### src/ftle_pkg.sv
// shared types, constants and float helpers for the tolerance equality core
`default_nettype none
package ftle_pkg;

	localparam int SUB_STG  = 4;
	localparam int DIV_ITER = 27;
	localparam int DIV_STG  = DIV_ITER + 3;
	localparam int PIPE_STG = SUB_STG + DIV_STG + 1;

	localparam logic [1:0] MODE_ABS  = 2'd0;
	localparam logic [1:0] MODE_REL  = 2'd1;
	localparam logic [1:0] MODE_DIST = 2'd2;

	localparam logic REG_MODE = 1'b0;
	localparam logic REG_TOL  = 1'b1;

	localparam logic [30:0] MAG_QNAN = 31'h7FC00000;
	localparam logic [30:0] MAG_INF  = 31'h7F800000;
	localparam logic [31:0] SIGN_MASK = 32'h80000000;

	typedef struct packed {
		logic [1:0]  mode;
		logic        eq;
		logic        dist_ok;
		logic        abs_ok;
		logic        den_zero;
		logic [30:0] den;
	} side_t;

	function automatic logic f_is_nan(input logic [30:0] m);
		return (m[30:23] == 8'hFF) && (m[22:0] != 23'd0);
	endfunction

	function automatic logic f_is_inf(input logic [30:0] m);
		return (m[30:23] == 8'hFF) && (m[22:0] == 23'd0);
	endfunction

	function automatic logic [4:0] f_lzc27(input logic [26:0] v);
		logic [4:0] c;
		c = 5'd27;
		for (int i = 0; i < 27; i++) begin
			if (v[i]) c = 5'(26 - i);
		end
		return c;
	endfunction

	function automatic logic [4:0] f_lzc24(input logic [23:0] v);
		logic [4:0] c;
		c = 5'd24;
		for (int i = 0; i < 24; i++) begin
			if (v[i]) c = 5'(23 - i);
		end
		return c;
	endfunction

	// nonnegative magnitude x against a full float tolerance, ieee <=
	function automatic logic f_le_tol(input logic [30:0] x, input logic [31:0] tol);
		logic r;
		if (f_is_nan(x) || f_is_nan(tol[30:0])) r = 1'b0;
		else if ((tol & SIGN_MASK) != 32'd0) r = (x == 31'd0) && (tol[30:0] == 31'd0);
		else r = (x <= tol[30:0]);
		return r;
	endfunction

	// tolerance truncated to an unsigned count, saturating
	function automatic logic [31:0] f_tol_count(input logic [31:0] t);
		logic [7:0]  e;
		logic [23:0] m;
		logic [31:0] r;
		e = t[30:23];
		m = {1'b1, t[22:0]};
		if (t[31] || f_is_nan(t[30:0]) || (t[30:0] == 31'd0)) r = 32'd0;
		else if (e >= 8'd159) r = 32'hFFFFFFFF;
		else if (e < 8'd127) r = 32'd0;
		else if (e >= 8'd150) r = {8'd0, m} << (e - 8'd150);
		else r = {8'd0, m} >> (8'd150 - e);
		return r;
	endfunction

endpackage
`default_nettype wire

### src/ftle_addsub.sv
// four stage magnitude of a float difference, round to nearest even
`default_nettype none
module ftle_addsub import ftle_pkg::*; (
	input  wire logic                 clk,
	input  wire logic [SUB_STG-1:0]   ld,
	input  wire logic [31:0]          a,
	input  wire logic [31:0]          b,
	output logic      [30:0]          diff
);

	logic [23:0] mx_s1, my_s1;
	logic [7:0]  ex_s1;
	logic [4:0]  d_s1;
	logic        sub_s1, nan_s1, inf_s1;

	logic [26:0] xm_s2, yal_s2;
	logic [7:0]  ex_s2;
	logic        sub_s2, nan_s2, inf_s2;

	logic [27:0] r_s3;
	logic [4:0]  lz_s3;
	logic [7:0]  ex_s3;
	logic        nan_s3, inf_s3;

	logic [30:0] diff_s4;

	// swap so that x holds the larger magnitude
	logic [30:0] x_c, y_c;
	logic [7:0]  xe_eff, ye_eff, d_c;
	logic        sub_c;
	always_comb begin
		sub_c = (a[31] == b[31]);
		if (b[30:0] > a[30:0]) begin
			x_c = b[30:0];
			y_c = a[30:0];
		end else begin
			x_c = a[30:0];
			y_c = b[30:0];
		end
		xe_eff = (x_c[30:23] == 8'd0) ? 8'd1 : x_c[30:23];
		ye_eff = (y_c[30:23] == 8'd0) ? 8'd1 : y_c[30:23];
		d_c = xe_eff - ye_eff;
	end

	always_ff @(posedge clk) begin
		if (ld[0]) begin
			mx_s1  <= {x_c[30:23] != 8'd0, x_c[22:0]};
			my_s1  <= {y_c[30:23] != 8'd0, y_c[22:0]};
			ex_s1  <= xe_eff;
			d_s1   <= (d_c > 8'd27) ? 5'd27 : d_c[4:0];
			sub_s1 <= sub_c;
			nan_s1 <= f_is_nan(x_c) || f_is_nan(y_c)
				|| (f_is_inf(x_c) && f_is_inf(y_c) && sub_c);
			inf_s1 <= f_is_inf(x_c);
		end
	end

	// align the smaller operand, shifted out bits fold into sticky
	logic [26:0] ext_c, sh_c;
	logic        lost_c;
	always_comb begin
		ext_c  = {my_s1, 3'b000};
		sh_c   = ext_c >> d_s1;
		lost_c = |(ext_c & ~({27{1'b1}} << d_s1));
	end

	always_ff @(posedge clk) begin
		if (ld[1]) begin
			xm_s2  <= {mx_s1, 3'b000};
			yal_s2 <= {sh_c[26:1], sh_c[0] | lost_c};
			ex_s2  <= ex_s1;
			sub_s2 <= sub_s1;
			nan_s2 <= nan_s1;
			inf_s2 <= inf_s1;
		end
	end

	logic [27:0] r_c;
	always_comb begin
		if (sub_s2) r_c = {1'b0, xm_s2} - {1'b0, yal_s2};
		else r_c = {1'b0, xm_s2} + {1'b0, yal_s2};
	end

	always_ff @(posedge clk) begin
		if (ld[2]) begin
			r_s3   <= r_c;
			lz_s3  <= f_lzc27(r_c[26:0]);
			ex_s3  <= ex_s2;
			nan_s3 <= nan_s2;
			inf_s3 <= inf_s2;
		end
	end

	// normalize, round and pack
	logic [7:0]  elim_c;
	logic [4:0]  s_c;
	logic [26:0] n_c;
	logic [8:0]  e_c, enc_c;
	logic        up_c;
	logic [31:0] pk_c;
	logic [30:0] res_c;
	always_comb begin
		elim_c = ex_s3 - 8'd1;
		s_c = ({3'b000, lz_s3} > elim_c) ? elim_c[4:0] : lz_s3;
		if (r_s3[27]) begin
			n_c = {r_s3[27:2], r_s3[1] | r_s3[0]};
			e_c = {1'b0, ex_s3} + 9'd1;
		end else begin
			n_c = r_s3[26:0] << s_c;
			e_c = {1'b0, ex_s3} - {4'd0, s_c};
		end
		enc_c = n_c[26] ? (e_c - 9'd1) : 9'd0;
		up_c = n_c[2] & (n_c[1] | n_c[0] | n_c[3]);
		pk_c = {enc_c, 23'd0} + {8'd0, n_c[26:3]} + {31'd0, up_c};
		if (nan_s3) res_c = MAG_QNAN;
		else if (inf_s3 || (pk_c[31:23] >= 9'd255)) res_c = MAG_INF;
		else res_c = pk_c[30:0];
	end

	always_ff @(posedge clk) begin
		if (ld[3]) begin
			diff_s4 <= res_c;
		end
	end

	assign diff = diff_s4;

endmodule
`default_nettype wire

### config.mk
export PLATFORM = sky130hd
export DESIGN_NAME = ftle_addsub
export DESIGN_NICKNAME = d
export VERILOG_FILES = /design/src/ftle_pkg.sv /design/src/ftle_addsub.sv
export SDC_FILE = /design/constraint.sdc
export NUM_CORES = 1
export LEC_CHECK = 0
export BUFFER_PORTS_ARGS = -buffer_cell sky130_fd_sc_hd__buf_2
export CAP_MARGIN = 20
export CORE_MARGIN = 10
export CORE_UTILIZATION = 46
export CTS_CLUSTER_DIAMETER = 40
export CTS_CLUSTER_SIZE = 25
export DETAILED_ROUTE_END_ITERATION = 10
export PLACE_DENSITY = 0.74
export SKIP_CTS_REPAIR_TIMING = 1
export SYNTH_ARGS = -nofsm -noshare
export SYNTH_HDL_FRONTEND = slang
export SYNTH_SLANG_ARGS = --single-unit
### constraint.sdc
create_clock -name clk -period 16.45 [get_ports clk]
set_input_delay 0.8225 -clock clk [delete_from_list [all_inputs] [get_ports clk]]
set_output_delay 0.8225 -clock clk [all_outputs]
set_load 0.005 [all_outputs]
==> results.yml <==
final_layout:
  syn_to_final_growth_pct: 8.91
  layout.nets: 1981
  antennaDiodeCount: 0
  fillers: 3125
  seq_area_mm2: 0.00601
  multiInputGateArea_mm2: 0.00930
  drive_gt1_share_pct: 15.6
  fin_cells: 2273
grt:
  grt_usage_pct: 20.0
  grt_max_degree: 93
  grt_pass1_wl_um: 71200
  grt_overflow_total: 0
  grt_pass1_vias: 13200
  antenna_found_initial: 0
place:
  gp_congestion: 0.999
  dp_slack_ps: 9030
  io_buffers: 99
  place_inst: 2241
  dp_hpwl_um: 34600
synthesis:
  synth_seq_area_share_pct: 37.1
  synth_common_cells: "200 x edfxtp_1, 153 x nand2_1, 138 x nor2_1"
  synth_top_area_cell: "edfxtp_1"
  async_flop_share_pct: 0
  ys.flop_type: "edfxtp_1"
  ys_ff_latch: 200
  synth.top_cells.by_area: "edfxtp_1 37%, ha_1 8.0%, a21oi_1 3.6%"
  syn_inst: 1745
  synth_edf_count: 200
  yosysMostFrequentCell: "edfxtp_1"
  yosys_warnings: 0
  syn_nets: 1921
  avgSynthCellArea_um2: 9.28
  ys_types: 106
  synth_top_cell_area_share_pct: 37.1
  synth_area_mm2: 0.0162
clocking:
  cts_root_buf: "clkbuf_16"
  cts_tree: "yes"
  cts_max_level: 4
  clock_sinks: 200
  cts.reportedPaths.clkPinSlew_ps: 90
  clock_latency_ps: 450
  cts_buffer_depth: 2
  cts_made_buffers: 17
setup_path:
  crit_type: "reg2reg"
  crit_start: "ex_s3[0]"
  rr_startpoint: "ex_s3[0]"
  timing.critical_path.mode_cell: "ha_1"
  crit_slowest_cell: "edfxtp_1"
  worstPathMaxFanout: 30
  start_kind: "flop"
  r2r_slack_ps: 8900
  r2r-end: "diff[1]"
  r2r_cells: 32
  critPathRequiredTime_ps: 16640
  cp_slowest_stage_delay_ps: 480
  end_kind: "flop"
  critPathArrivalTime_ps: 7740
detailed_routing:
  num_vias: 13900
  drtIter0Drc: 1469
  drc: 0
  viasPerCell: 6.10
  wl_per_cell_um: 19.7
  first_pass_iters: 8
  wl_um: 44800
  ant_nets: 0
power_and_ir_drop:
  ir_drop_uv: 78.6
  power_mw: 2.12
  power_leakage_nw: 6.88
  p_per_area_mw_per_mm2: 120
min_path:
  min_path_cells: 0
  hp-class: "reg2reg"
  hold_start: "ex_s2[1]"
  min_to: "ex_s3[1]"
die:
  floorplan.initialDensity_pct: 46.7
  io_pins: 100
  die_h_um: 208
  die_x_um: 208
  coreArea_mm2: 0.0346
  core.rowCount: 68
  dieArea_mm2: 0.0431
timing:
  layout_setup_ws_ps: 8900
  tns_ps: 0
  hold_viol: 0
  fin_crit_sh_pct: 45.9
  worst_slew_pin_slew_ps: 1000
  max_freq_ghz: 0.132
  finalCriticalPeriod_ps: 7550
  relSlewSlack_pct: 33.3
  whs_ps: 422
  setup_viol: 0
  grt_setup_unrepaired: "false"
  fin_skew_ps: 18.3
  slew_violations: 0
outcome:
  status: "completed"
run:
  cap_violations: 0
-- worst max-delay path by stage --
stage / cells after the start / slack, ps / to
floorplan: 31 / 9890 / d_s1[0]
global placement: 32 / 9200 / diff[22]
detailed placement: 32 / 9030 / diff[1]
CTS: 32 / 9020 / diff[22]
global route: 32 / 8280 / diff[1]
finish: 32 / 8900 / diff[1]
-- cells by family after synthesis --
kind of cell | Yosys count | share of synthesized area, %
AO/OA/AOI/OAI | 483 | 20.1
XOR/XNOR | 70 | 3.79
adder cells (fa/ha/maj) | 108 | 8.48
buffers and inverters | 200 | 5.51
flip-flops | 200 | 37.1
multiplexers | 88 | 6.49
AND/OR/NAND/NOR | 596 | 18.6
-- state kept, by name (all words and copies together) (netlist names) --
| register | count |
|---|---|
| sub_s2 | 1 |
| ex_s1 | 8 |
| nan_s3 | 1 |
| yal_s2 | 27 |
| inf_s1 | 1 |
| lz_s3 | 5 |
| sub_s1 | 1 |
| inf_s3 | 1 |
| inf_s2 | 1 |
| diff | 31 |
| my_s1 | 24 |
| xm_s2 | 24 |
| nan_s2 | 1 |
| r_s3 | 28 |
| ex_s3 | 8 |
| nan_s1 | 1 |
| d_s1 | 5 |
| mx_s1 | 24 |
| ex_s2 | 8 |
-- critical path: cells and delay by family, from the launching register on --
| kind | cells | cell delay [ps] |
|---|---|---|
| compound gates | 8 | 1450 |
| xor+xnor | 3 | 760 |
| fa+ha+maj | 5 | 1460 |
| mux | 1 | 160 |
| simple gates | 10 | 1710 |
| buf+inv | 5 | 1230 |
| flops | 1 | 480 |
-- per-layer routing --
metal | track usage [%] | vias up | wire length, µm
li1 | - | 6639 | -
met1 | 25.8 | 6602 | 19500
met2 | 33.6 | 548 | 21400
met3 | 2.23 | 74 | 2550
met4 | 7.33 | 0 | 1360
met5 | 0 | - | 0
-- power by group --
group / internal [mW] / switching (mW) / leakage, nW
Combinational: 0.355 / 0.616 / 4.62
Clock: 0.221 / 0.216 / 0.293
Sequential: 0.654 / 0.0595 / 1.97
-- layout by cell type (no fill, tap or decap), types with 26 or more instances in the layout --
cell      count
mux2_2       46
ha_1        104
mux2i_1      33
xor2_1       27
nand4_1      44
buf_4        26
edfxtp_1    200
nor2_1      138
inv_1       111
o21ai_0     108
nand2_1     153
buf_2        99
a21oi_1     118
xnor2_1      43
nand3_1      76
nor3_1       36
-- cell type report --
cell class	instances	share of cell area, %
multi-input cells	1345	52.7
flip-flops and latches	200	34.1
repair buffers	125	3.92
well taps	455	3.23
inverters	116	2.48
clock buffers	17	2.41
clock inverters	15	1.17
-- through the flow --
| step | utilization (%) | cell area, µm² |
|---|---|---|
| 2_1_floorplan | - | 16200 |
| 3_3_place_gp | 49.1 | 17000 |
| 3_5_place_dp | 49.1 | 17000 |
| 4_1_cts | 50.9 | 17600 |
| 5_1_grt | 50.9 | 17600 |
| 6_report | 50.9 | 17600 |
(Power assumes the default switching activity.)
