File: src/ftle_pkg.sv
// shared types, constants and float helpers for the tolerance equality core
`default_nettype none
package ftle_pkg;

	localparam int SUB_STG  = 4;
	localparam int DIV_ITER = 27;
	localparam int DIV_STG  = DIV_ITER + 3;
	localparam int PIPE_STG = SUB_STG + DIV_STG + 1;

	localparam logic [1:0] MODE_ABS  = 2'd0;
	localparam logic [1:0] MODE_REL  = 2'd1;
	localparam logic [1:0] MODE_DIST = 2'd2;

	localparam logic REG_MODE = 1'b0;
	localparam logic REG_TOL  = 1'b1;

	localparam logic [30:0] MAG_QNAN = 31'h7FC00000;
	localparam logic [30:0] MAG_INF  = 31'h7F800000;
	localparam logic [31:0] SIGN_MASK = 32'h80000000;

	typedef struct packed {
		logic [1:0]  mode;
		logic        eq;
		logic        dist_ok;
		logic        abs_ok;
		logic        den_zero;
		logic [30:0] den;
	} side_t;

	function automatic logic f_is_nan(input logic [30:0] m);
		return (m[30:23] == 8'hFF) && (m[22:0] != 23'd0);
	endfunction

	function automatic logic f_is_inf(input logic [30:0] m);
		return (m[30:23] == 8'hFF) && (m[22:0] == 23'd0);
	endfunction

	function automatic logic [4:0] f_lzc27(input logic [26:0] v);
		logic [4:0] c;
		c = 5'd27;
		for (int i = 0; i < 27; i++) begin
			if (v[i]) c = 5'(26 - i);
		end
		return c;
	endfunction

	function automatic logic [4:0] f_lzc24(input logic [23:0] v);
		logic [4:0] c;
		c = 5'd24;
		for (int i = 0; i < 24; i++) begin
			if (v[i]) c = 5'(23 - i);
		end
		return c;
	endfunction

	// nonnegative magnitude x against a full float tolerance, ieee <=
	function automatic logic f_le_tol(input logic [30:0] x, input logic [31:0] tol);
		logic r;
		if (f_is_nan(x) || f_is_nan(tol[30:0])) r = 1'b0;
		else if ((tol & SIGN_MASK) != 32'd0) r = (x == 31'd0) && (tol[30:0] == 31'd0);
		else r = (x <= tol[30:0]);
		return r;
	endfunction

	// tolerance truncated to an unsigned count, saturating
	function automatic logic [31:0] f_tol_count(input logic [31:0] t);
		logic [7:0]  e;
		logic [23:0] m;
		logic [31:0] r;
		e = t[30:23];
		m = {1'b1, t[22:0]};
		if (t[31] || f_is_nan(t[30:0]) || (t[30:0] == 31'd0)) r = 32'd0;
		else if (e >= 8'd159) r = 32'hFFFFFFFF;
		else if (e < 8'd127) r = 32'd0;
		else if (e >= 8'd150) r = {8'd0, m} << (e - 8'd150);
		else r = {8'd0, m} >> (8'd150 - e);
		return r;
	endfunction

endpackage
`default_nettype wire

File: src/ftle_div.sv
// pipelined restoring divider of two float magnitudes, one quotient bit per stage
`default_nettype none
module ftle_div import ftle_pkg::*; (
	input  wire logic                 clk,
	input  wire logic [DIV_STG-1:0]   ld,
	input  wire logic [30:0]          x,
	input  wire logic [30:0]          y,
	output logic      [30:0]          q
);

	typedef struct packed {
		logic [24:0] rem;
		logic [23:0] mb;
		logic [26:0] qb;
		logic [10:0] e;
		logic        nan;
		logic        inf;
		logic        zero;
	} div_it_t;

	typedef struct packed {
		logic [25:0] v;
		logic [7:0]  enc;
		logic        ovf;
		logic        nan;
		logic        inf;
		logic        zero;
	} div_rnd_t;

	div_it_t  it_s [0:DIV_ITER];
	div_rnd_t dn_s;
	logic [30:0] q_s;

	function automatic div_it_t f_step(input div_it_t p);
		div_it_t     n;
		logic        bit_q;
		logic [24:0] r;
		n = p;
		bit_q = (p.rem >= {1'b0, p.mb});
		r = bit_q ? (p.rem - {1'b0, p.mb}) : p.rem;
		n.rem = {r[23:0], 1'b0};
		n.qb = {p.qb[25:0], bit_q};
		return n;
	endfunction

	// operand prep: specials and normalized mantissas
	logic [7:0]  xe_eff, ye_eff;
	logic [23:0] mxr_c, myr_c;
	logic [4:0]  lzx_c, lzy_c;
	div_it_t     p_c;
	always_comb begin
		xe_eff = (x[30:23] == 8'd0) ? 8'd1 : x[30:23];
		ye_eff = (y[30:23] == 8'd0) ? 8'd1 : y[30:23];
		mxr_c = {x[30:23] != 8'd0, x[22:0]};
		myr_c = {y[30:23] != 8'd0, y[22:0]};
		lzx_c = f_lzc24(mxr_c);
		lzy_c = f_lzc24(myr_c);
		p_c.rem = {1'b0, mxr_c << lzx_c};
		p_c.mb = myr_c << lzy_c;
		p_c.qb = 27'd0;
		p_c.e = {3'd0, xe_eff} - {6'd0, lzx_c} - {3'd0, ye_eff} + {6'd0, lzy_c} + 11'd127;
		p_c.nan = f_is_nan(x) || f_is_nan(y) || (f_is_inf(x) && f_is_inf(y))
			|| ((x == 31'd0) && (y == 31'd0));
		p_c.inf = f_is_inf(x) || (y == 31'd0);
		p_c.zero = (x == 31'd0) || f_is_inf(y);
	end

	always_ff @(posedge clk) begin
		if (ld[0]) begin
			it_s[0] <= p_c;
		end
	end

	for (genvar j = 1; j <= DIV_ITER; j++) begin : g_iter
		always_ff @(posedge clk) begin
			if (ld[j]) begin
				it_s[j] <= f_step(it_s[j-1]);
			end
		end
	end

	// pick the leading bit, shift into subnormal range with sticky
	div_it_t      t_c;
	logic [23:0]  m_c;
	logic         g_c, st_c;
	logic [10:0]  e2_c, nd_c;
	logic [4:0]   sh_c;
	logic [25:0]  v_c, vs_c;
	logic         lost_c, subn_c;
	div_rnd_t     d_c;
	always_comb begin
		t_c = it_s[DIV_ITER];
		if (t_c.qb[26]) begin
			m_c = t_c.qb[26:3];
			g_c = t_c.qb[2];
			st_c = (|t_c.qb[1:0]) | (t_c.rem != 25'd0);
			e2_c = t_c.e;
		end else begin
			m_c = t_c.qb[25:2];
			g_c = t_c.qb[1];
			st_c = t_c.qb[0] | (t_c.rem != 25'd0);
			e2_c = t_c.e - 11'd1;
		end
		subn_c = ($signed(e2_c) < 11'sd1);
		nd_c = 11'd1 - e2_c;
		sh_c = subn_c ? ((nd_c > 11'd26) ? 5'd26 : nd_c[4:0]) : 5'd0;
		v_c = {m_c, g_c, st_c};
		vs_c = v_c >> sh_c;
		lost_c = |(v_c & ~({26{1'b1}} << sh_c));
		d_c.v = {vs_c[25:1], vs_c[0] | lost_c};
		d_c.enc = subn_c ? 8'd0 : 8'(e2_c - 11'd1);
		d_c.ovf = ($signed(e2_c) >= 11'sd255);
		d_c.nan = t_c.nan;
		d_c.inf = t_c.inf;
		d_c.zero = t_c.zero;
	end

	always_ff @(posedge clk) begin
		if (ld[DIV_ITER+1]) begin
			dn_s <= d_c;
		end
	end

	logic        up_c;
	logic [31:0] pk_c;
	logic [30:0] res_c;
	always_comb begin
		up_c = dn_s.v[1] & (dn_s.v[0] | dn_s.v[2]);
		pk_c = {1'b0, dn_s.enc, 23'd0} + {8'd0, dn_s.v[25:2]} + {31'd0, up_c};
		if (dn_s.nan) res_c = MAG_QNAN;
		else if (dn_s.inf || dn_s.ovf || (pk_c[31:23] >= 9'd255)) res_c = MAG_INF;
		else if (dn_s.zero) res_c = 31'd0;
		else res_c = pk_c[30:0];
	end

	always_ff @(posedge clk) begin
		if (ld[DIV_ITER+2]) begin
			q_s <= res_c;
		end
	end

	assign q = q_s;

endmodule
`default_nettype wire

File: config.mk
export PLATFORM = sky130hd
export DESIGN_NAME = ftle_div
export DESIGN_NICKNAME = d
export VERILOG_FILES = /design/src/ftle_pkg.sv /design/src/ftle_div.sv
export SDC_FILE = /design/constraint.sdc
export NUM_CORES = 2
export LEC_CHECK = 0
export BUFFER_PORTS_ARGS = -buffer_cell sky130_fd_sc_hd__buf_4
export CAP_MARGIN = 20
export CORE_MARGIN = 2
export CORE_UTILIZATION = 50
export DETAILED_ROUTE_END_ITERATION = 12
export GPL_TIMING_DRIVEN = 0
export HOLD_SLACK_MARGIN = 0.12
export PLACE_DENSITY = 0.68
export SETUP_SLACK_MARGIN = 0.3
export SYNTH_ARGS = -nofsm -noshare
export SYNTH_HDL_FRONTEND = slang
export SYNTH_SLANG_ARGS = --single-unit
File: constraint.sdc
create_clock -name clk -period 7 [get_ports clk]
set_input_delay 0.35 -clock clk [delete_from_list [all_inputs] [get_ports clk]]
set_output_delay 0.35 -clock clk [all_outputs]
set_load 0.1 [all_outputs]
==> results_tabular.tex <==
\begin{tabular}{lr}
\hline
Metric & Value \\
\hline
\multicolumn{2}{l}{\textbf{Run status}} \\
\quad Outcome & finished clean \\
\multicolumn{2}{l}{\textbf{Final layout}} \\
\quad Design area & 123000 sq um \\
\quad Share of final-layout standard cells stronger than drive strength 1 & 11.1\% \\
\quad Number of nets in the final layout & 9908 \\
\quad Number of inserted filler cells in the final layout & 17700 \\
\quad Utilization of the core after routing & 56.5\% \\
\quad Area delta synth->final & 12.1\% \\
\multicolumn{2}{l}{\textbf{GRT}} \\
\quad Fraction of met2 tracks used by global routing & 42.0\% \\
\quad Overflow after GRT & 0 \\
\quad Maximum number of pins on one net before global-route repair & 83 \\
\quad Overall global routing resource usage & 23.7\% \\
\quad Met3 Track Usage GR & 2.89\% \\
\quad Number of global-route vias before repair & 67900 \\
\quad Wire length of the first global-routing pass & 404 mm \\
\quad Grt peak-use layer & met2 \\
\quad Antenna violations before repair & 17 \\
\quad Fraction of met1 tracks used by global routing & 30.0\% \\
\multicolumn{2}{l}{\textbf{Yosys}} \\
\quad Warnings from Yosys & 0 \\
\quad Synth Net Count & 9492 \\
\quad Post-synthesis instance total & 8699 \\
\quad Most used flip-flop cell after synthesis & sky130\_fd\_sc\_hd\_\_edfxtp\_1 \\
\quad Synth Area in Compound Gates & 10.2\% \\
\quad Area share of the largest cell type after synthesis & 59.2\% \\
\quad Mux contribution to synthesized area & 5.97\% \\
\quad Most frequent cell after synthesis & sky130\_fd\_sc\_hd\_\_edfxtp\_1 \\
\quad Most frequent cells after synthesis & sky130\_fd\_sc\_hd\_\_edfxtp\_1, sky130\_fd\_sc\_hd\_\_inv\_1, sky130\_fd\_sc\_hd\_\_ha\_1 \\
\quad Part of the Yosys area used for sequential elements & 59.2\% \\
\quad Combinational family with the most area after synthesis & compound AO/OA/AOI/OAI gates \\
\quad Average cell area after synthesis & 12.6 sq um \\
\quad Synth async-reset ratio & 0\% \\
\quad Parity-gate share of the synthesized area counting xor and xnor cells & 4.28\% \\
\quad Share of synthesized cell area in full adder, half adder and majority cells & 8.22\% \\
\quad Simple-gate share of the synthesized area & 8.63\% \\
\quad Distinct cell type count after synthesis & 94 \\
\quad Post-synth EDFFs & 2159 \\
\quad Cell area after technology mapping & 110000 sq um \\
\quad FF+latch count, synth & 2159 \\
\quad Cell type contributing the most total cell area after synthesis & sky130\_fd\_sc\_hd\_\_edfxtp\_1 \\
\quad Leading cell types by total area after synthesis & sky130\_fd\_sc\_hd\_\_edfxtp\_1, sky130\_fd\_sc\_hd\_\_ha\_1, sky130\_fd\_sc\_hd\_\_mux2\_2 \\
\multicolumn{2}{l}{\textbf{Timing}} \\
\quad Largest clock skew in the final design & 0.0553 ns \\
\quad Post-route fraction of the period consumed by the critical path & 82.9\% \\
\quad Worst max-slew margin expressed relative to the limit & 23.4\% \\
\quad Post-Route Setup TNS & 0 ns \\
\quad Number of hold violations in the final report & 0 \\
\quad Final number of max-transition violations & 0 \\
\quad Min Hold Slack & 0.106 ns \\
\quad Unrepaired setup endpoints after global routing & false \\
\quad Setup violation total in the final timing report & 0 \\
\quad Maximum achievable frequency & 172 MHz \\
\quad Final min period & 5.80 ns \\
\quad Worst Max-Slew Pin Slew & 1.15 ns \\
\multicolumn{2}{l}{\textbf{Power}} \\
\quad Leakage & 0.0487 uW \\
\quad Net switching fraction of the power & 34.4\% \\
\quad Total power draw & 52900 uW \\
\quad Switching power total & 18200 uW \\
\quad Cell-internal power & 34700 uW \\
\quad Clock network power share & 23.5\% \\
\quad Logic pwr share & 39.0\% \\
\quad Worst supply voltage drop on vdd & 0.000270 V \\
\quad Sequential fraction of design power & 37.6\% \\
\quad Cell area power density & 431 nW/um\^{}2 \\
\multicolumn{2}{l}{\textbf{Place}} \\
\quad GPL Wtd Cong & 0.911 \\
\quad Detail Placement HPWL & 203 mm \\
\quad DP Area & 114000 sq um \\
\quad Buffers on Ports & 118 \\
\multicolumn{2}{l}{\textbf{Clocking}} \\
\quad Clk\_lat worst skew & 0.89 ns \\
\quad Clock edge transition at the registers on the reported setup and hold paths & 0.06 ns \\
\quad CTS sink cnt & 2159 \\
\quad Number of buffers created by CTS & 224 \\
\quad CTS tree & built \\
\quad Depth of the CTS H-tree & 4 \\
\quad Root buf cell & sky130\_fd\_sc\_hd\_\_clkbuf\_16 \\
\quad Max Root-Sink Buffers & 3 \\
\multicolumn{2}{l}{\textbf{Setup path}} \\
\quad Data arrival, critical path & 6.43 ns \\
\quad CP required & 7.63 ns \\
\quad Beginning of the worst register-to-register path & it\_s[1][993]\$\_DFFE\_PP\_ \\
\quad Critical Path Start Type & input port \\
\quad Category of the most critical setup path & input port to flop \\
\quad Endpoint type of the worst setup path & flop \\
\quad Top fanout value on the critical path & 10 \\
\quad Critical Path Start & x[25] \\
\multicolumn{2}{l}{\textbf{Detailed routing}} \\
\quad Via count normalized by instance count & 5.63 \\
\quad Routed length per instance & 22.0 microns \\
\quad Count of nets left with antenna violations after detail routing & 0 \\
\quad Drt drc & 0 \\
\quad Routed wire length & 268 mm \\
\quad Number of optimization iterations in the first detailed-route pass & 6 \\
\quad Violation count after the first detailed-route iteration & 5201 \\
\quad Via count & 68600 \\
\multicolumn{2}{l}{\textbf{Floorplan}} \\
\quad Die span in y & 472 microns \\
\quad Placeable core area & 217000 sq um \\
\quad Die boundary width & 472 microns \\
\quad Area enclosed by the die boundary & 223000 sq um \\
\quad Floorplan row count & 171 \\
\quad Count of boundary I/O pins & 124 \\
\quad Initial core utilization & 50.4\% \\
\multicolumn{2}{l}{\textbf{Job}} \\
\quad Max cap viols & 0 \\
\multicolumn{2}{l}{\textbf{Min path}} \\
\quad Class of the tightest hold or removal check & input port to flop \\
\quad Hold path startpoint & ld[11] \\
\hline
\end{tabular}
[through the flow]
step / setup WS (ns) / instances
detailed placement: 0.860 / 11700
CTS: 1.38 / 12200
finish: 1.20 / 12200
floorplan: 2.42 / 8699
global placement: 0.811 / 11700
global route: 0.735 / 12200
[sequential cells by signal (all words and copies together) (netlist names)]
| register | count |
|---|---|
| it_s | 2090 |
| dn_s | 38 |
| q | 31 |
[metal layers]
metal	wire, microns	part of all wire, %
met5	0	0
met4	8860	3.3
met3	10600	4.0
met2	136000	51
met1	112000	42
[worst max-delay path, stage by stage]
cell	delay, ns
sky130_fd_sc_hd__dlygate4sd3_1	0.55
sky130_fd_sc_hd__buf_4	0.15
sky130_fd_sc_hd__nor4_1	0.46
sky130_fd_sc_hd__nand2_1	0.25
sky130_fd_sc_hd__nor2_1	0.62
sky130_fd_sc_hd__inv_1	0.31
sky130_fd_sc_hd__nor4_1	0.84
sky130_fd_sc_hd__clkbuf_1	0.47
sky130_fd_sc_hd__nor2_1	0.11
sky130_fd_sc_hd__xnor2_1	0.23
sky130_fd_sc_hd__fa_1	0.51
sky130_fd_sc_hd__ha_1	0.32
sky130_fd_sc_hd__a21o_1	0.18
sky130_fd_sc_hd__a21oi_1	0.26
sky130_fd_sc_hd__o21bai_1	0.12
sky130_fd_sc_hd__a21oi_1	0.24
sky130_fd_sc_hd__o21bai_1	0.09
sky130_fd_sc_hd__a21oi_1	0.25
sky130_fd_sc_hd__xnor2_1	0.10
[cells by family after synthesis]
group                    Yosys count
flip-flops                      2159
AND/OR/NAND/NOR                 1941
AO/OA/AOI/OAI                   1749
buffers and inverters           1019
adder cells (fa/ha/maj)          700
multiplexers                     596
XOR/XNOR                         535
[layout by cell type, fill, tap and decap left out, types with 55 or more instances in the layout]
| master | Yosys | routed |
|---|---|---|
| sky130_fd_sc_hd__nand4_1 | 140 | 140 |
| sky130_fd_sc_hd__edfxtp_1 | 2159 | 2159 |
| sky130_fd_sc_hd__nand2_1 | 425 | 425 |
| sky130_fd_sc_hd__clkbuf_1 | 98 | 137 |
| sky130_fd_sc_hd__clkbuf_16 | 0 | 224 |
| sky130_fd_sc_hd__buf_4 | 1 | 119 |
| sky130_fd_sc_hd__nor2_1 | 571 | 571 |
| sky130_fd_sc_hd__a21oi_1 | 521 | 521 |
| sky130_fd_sc_hd__mux2_2 | 448 | 448 |
| sky130_fd_sc_hd__nor3_1 | 161 | 161 |
| sky130_fd_sc_hd__o21bai_1 | 67 | 67 |
| sky130_fd_sc_hd__xor2_1 | 187 | 187 |
| sky130_fd_sc_hd__and3_1 | 68 | 68 |
| sky130_fd_sc_hd__ha_1 | 668 | 668 |
| sky130_fd_sc_hd__a21boi_0 | 57 | 57 |
| sky130_fd_sc_hd__xnor2_1 | 348 | 348 |
| sky130_fd_sc_hd__o21a_1 | 103 | 103 |
| sky130_fd_sc_hd__a21o_1 | 236 | 236 |
| sky130_fd_sc_hd__mux2i_1 | 147 | 147 |
| sky130_fd_sc_hd__nor4_1 | 59 | 59 |
| sky130_fd_sc_hd__nor2b_1 | 91 | 91 |
| sky130_fd_sc_hd__nand3_1 | 119 | 119 |
| sky130_fd_sc_hd__nand2b_1 | 97 | 97 |
| sky130_fd_sc_hd__inv_1 | 867 | 867 |
| sky130_fd_sc_hd__o21ai_0 | 376 | 376 |
| sky130_fd_sc_hd__dlygate4sd3_1 | 0 | 55 |
[path summary, 6_finish.rpt]
check             cells after the start  slack (ns)                     end
hold reg to reg                       0        0.37  it_s[0][360]$_DFFE_PP_
setup / recovery                     19        1.20   it_s[0][11]$_DFFE_PP_
setup reg to reg                     17        1.49      dn_s[19]$_DFFE_PP_
hold / removal                        1        0.11  it_s[0][992]$_DFFE_PP_
[power groups by stage]
stage | combinational, uW | sequential [uW] | clock [uW]
final | 20600 | 19900 | 12400
after global routing | 22800 | 20100 | 13200
after CTS | 20600 | 19900 | 12700
after detailed placement | 20300 | 20100 | 0
after global placement | 20100 | 20100 | 0
after floorplan | 15200 | 19200 | 0
[area by class of cell]
class	count	area, sq um	share of cell area [%]
Antenna cell	5	12.5	0.0102
Buffer	150	623	0.508
Clock buffer	263	5750	4.68
Clock inverter	162	2090	1.70
Inverter	869	3260	2.66
Multi-Input combinational cell	5521	40800	33.2
Sequential cell	2159	64800	52.8
Tap cell	2854	3570	2.91
Timing Repair Buffer	190	1820	1.48
[what timing repair did]
item / in CTS / in global routing
gates resized for setup: 0 / 0
hold buffers: 51 / 4
hold endpoints to repair: 441 / 82
setup buffers: 0 / 0
setup endpoints to repair: 0 / 0
Power figures use the tool's default switching activity.
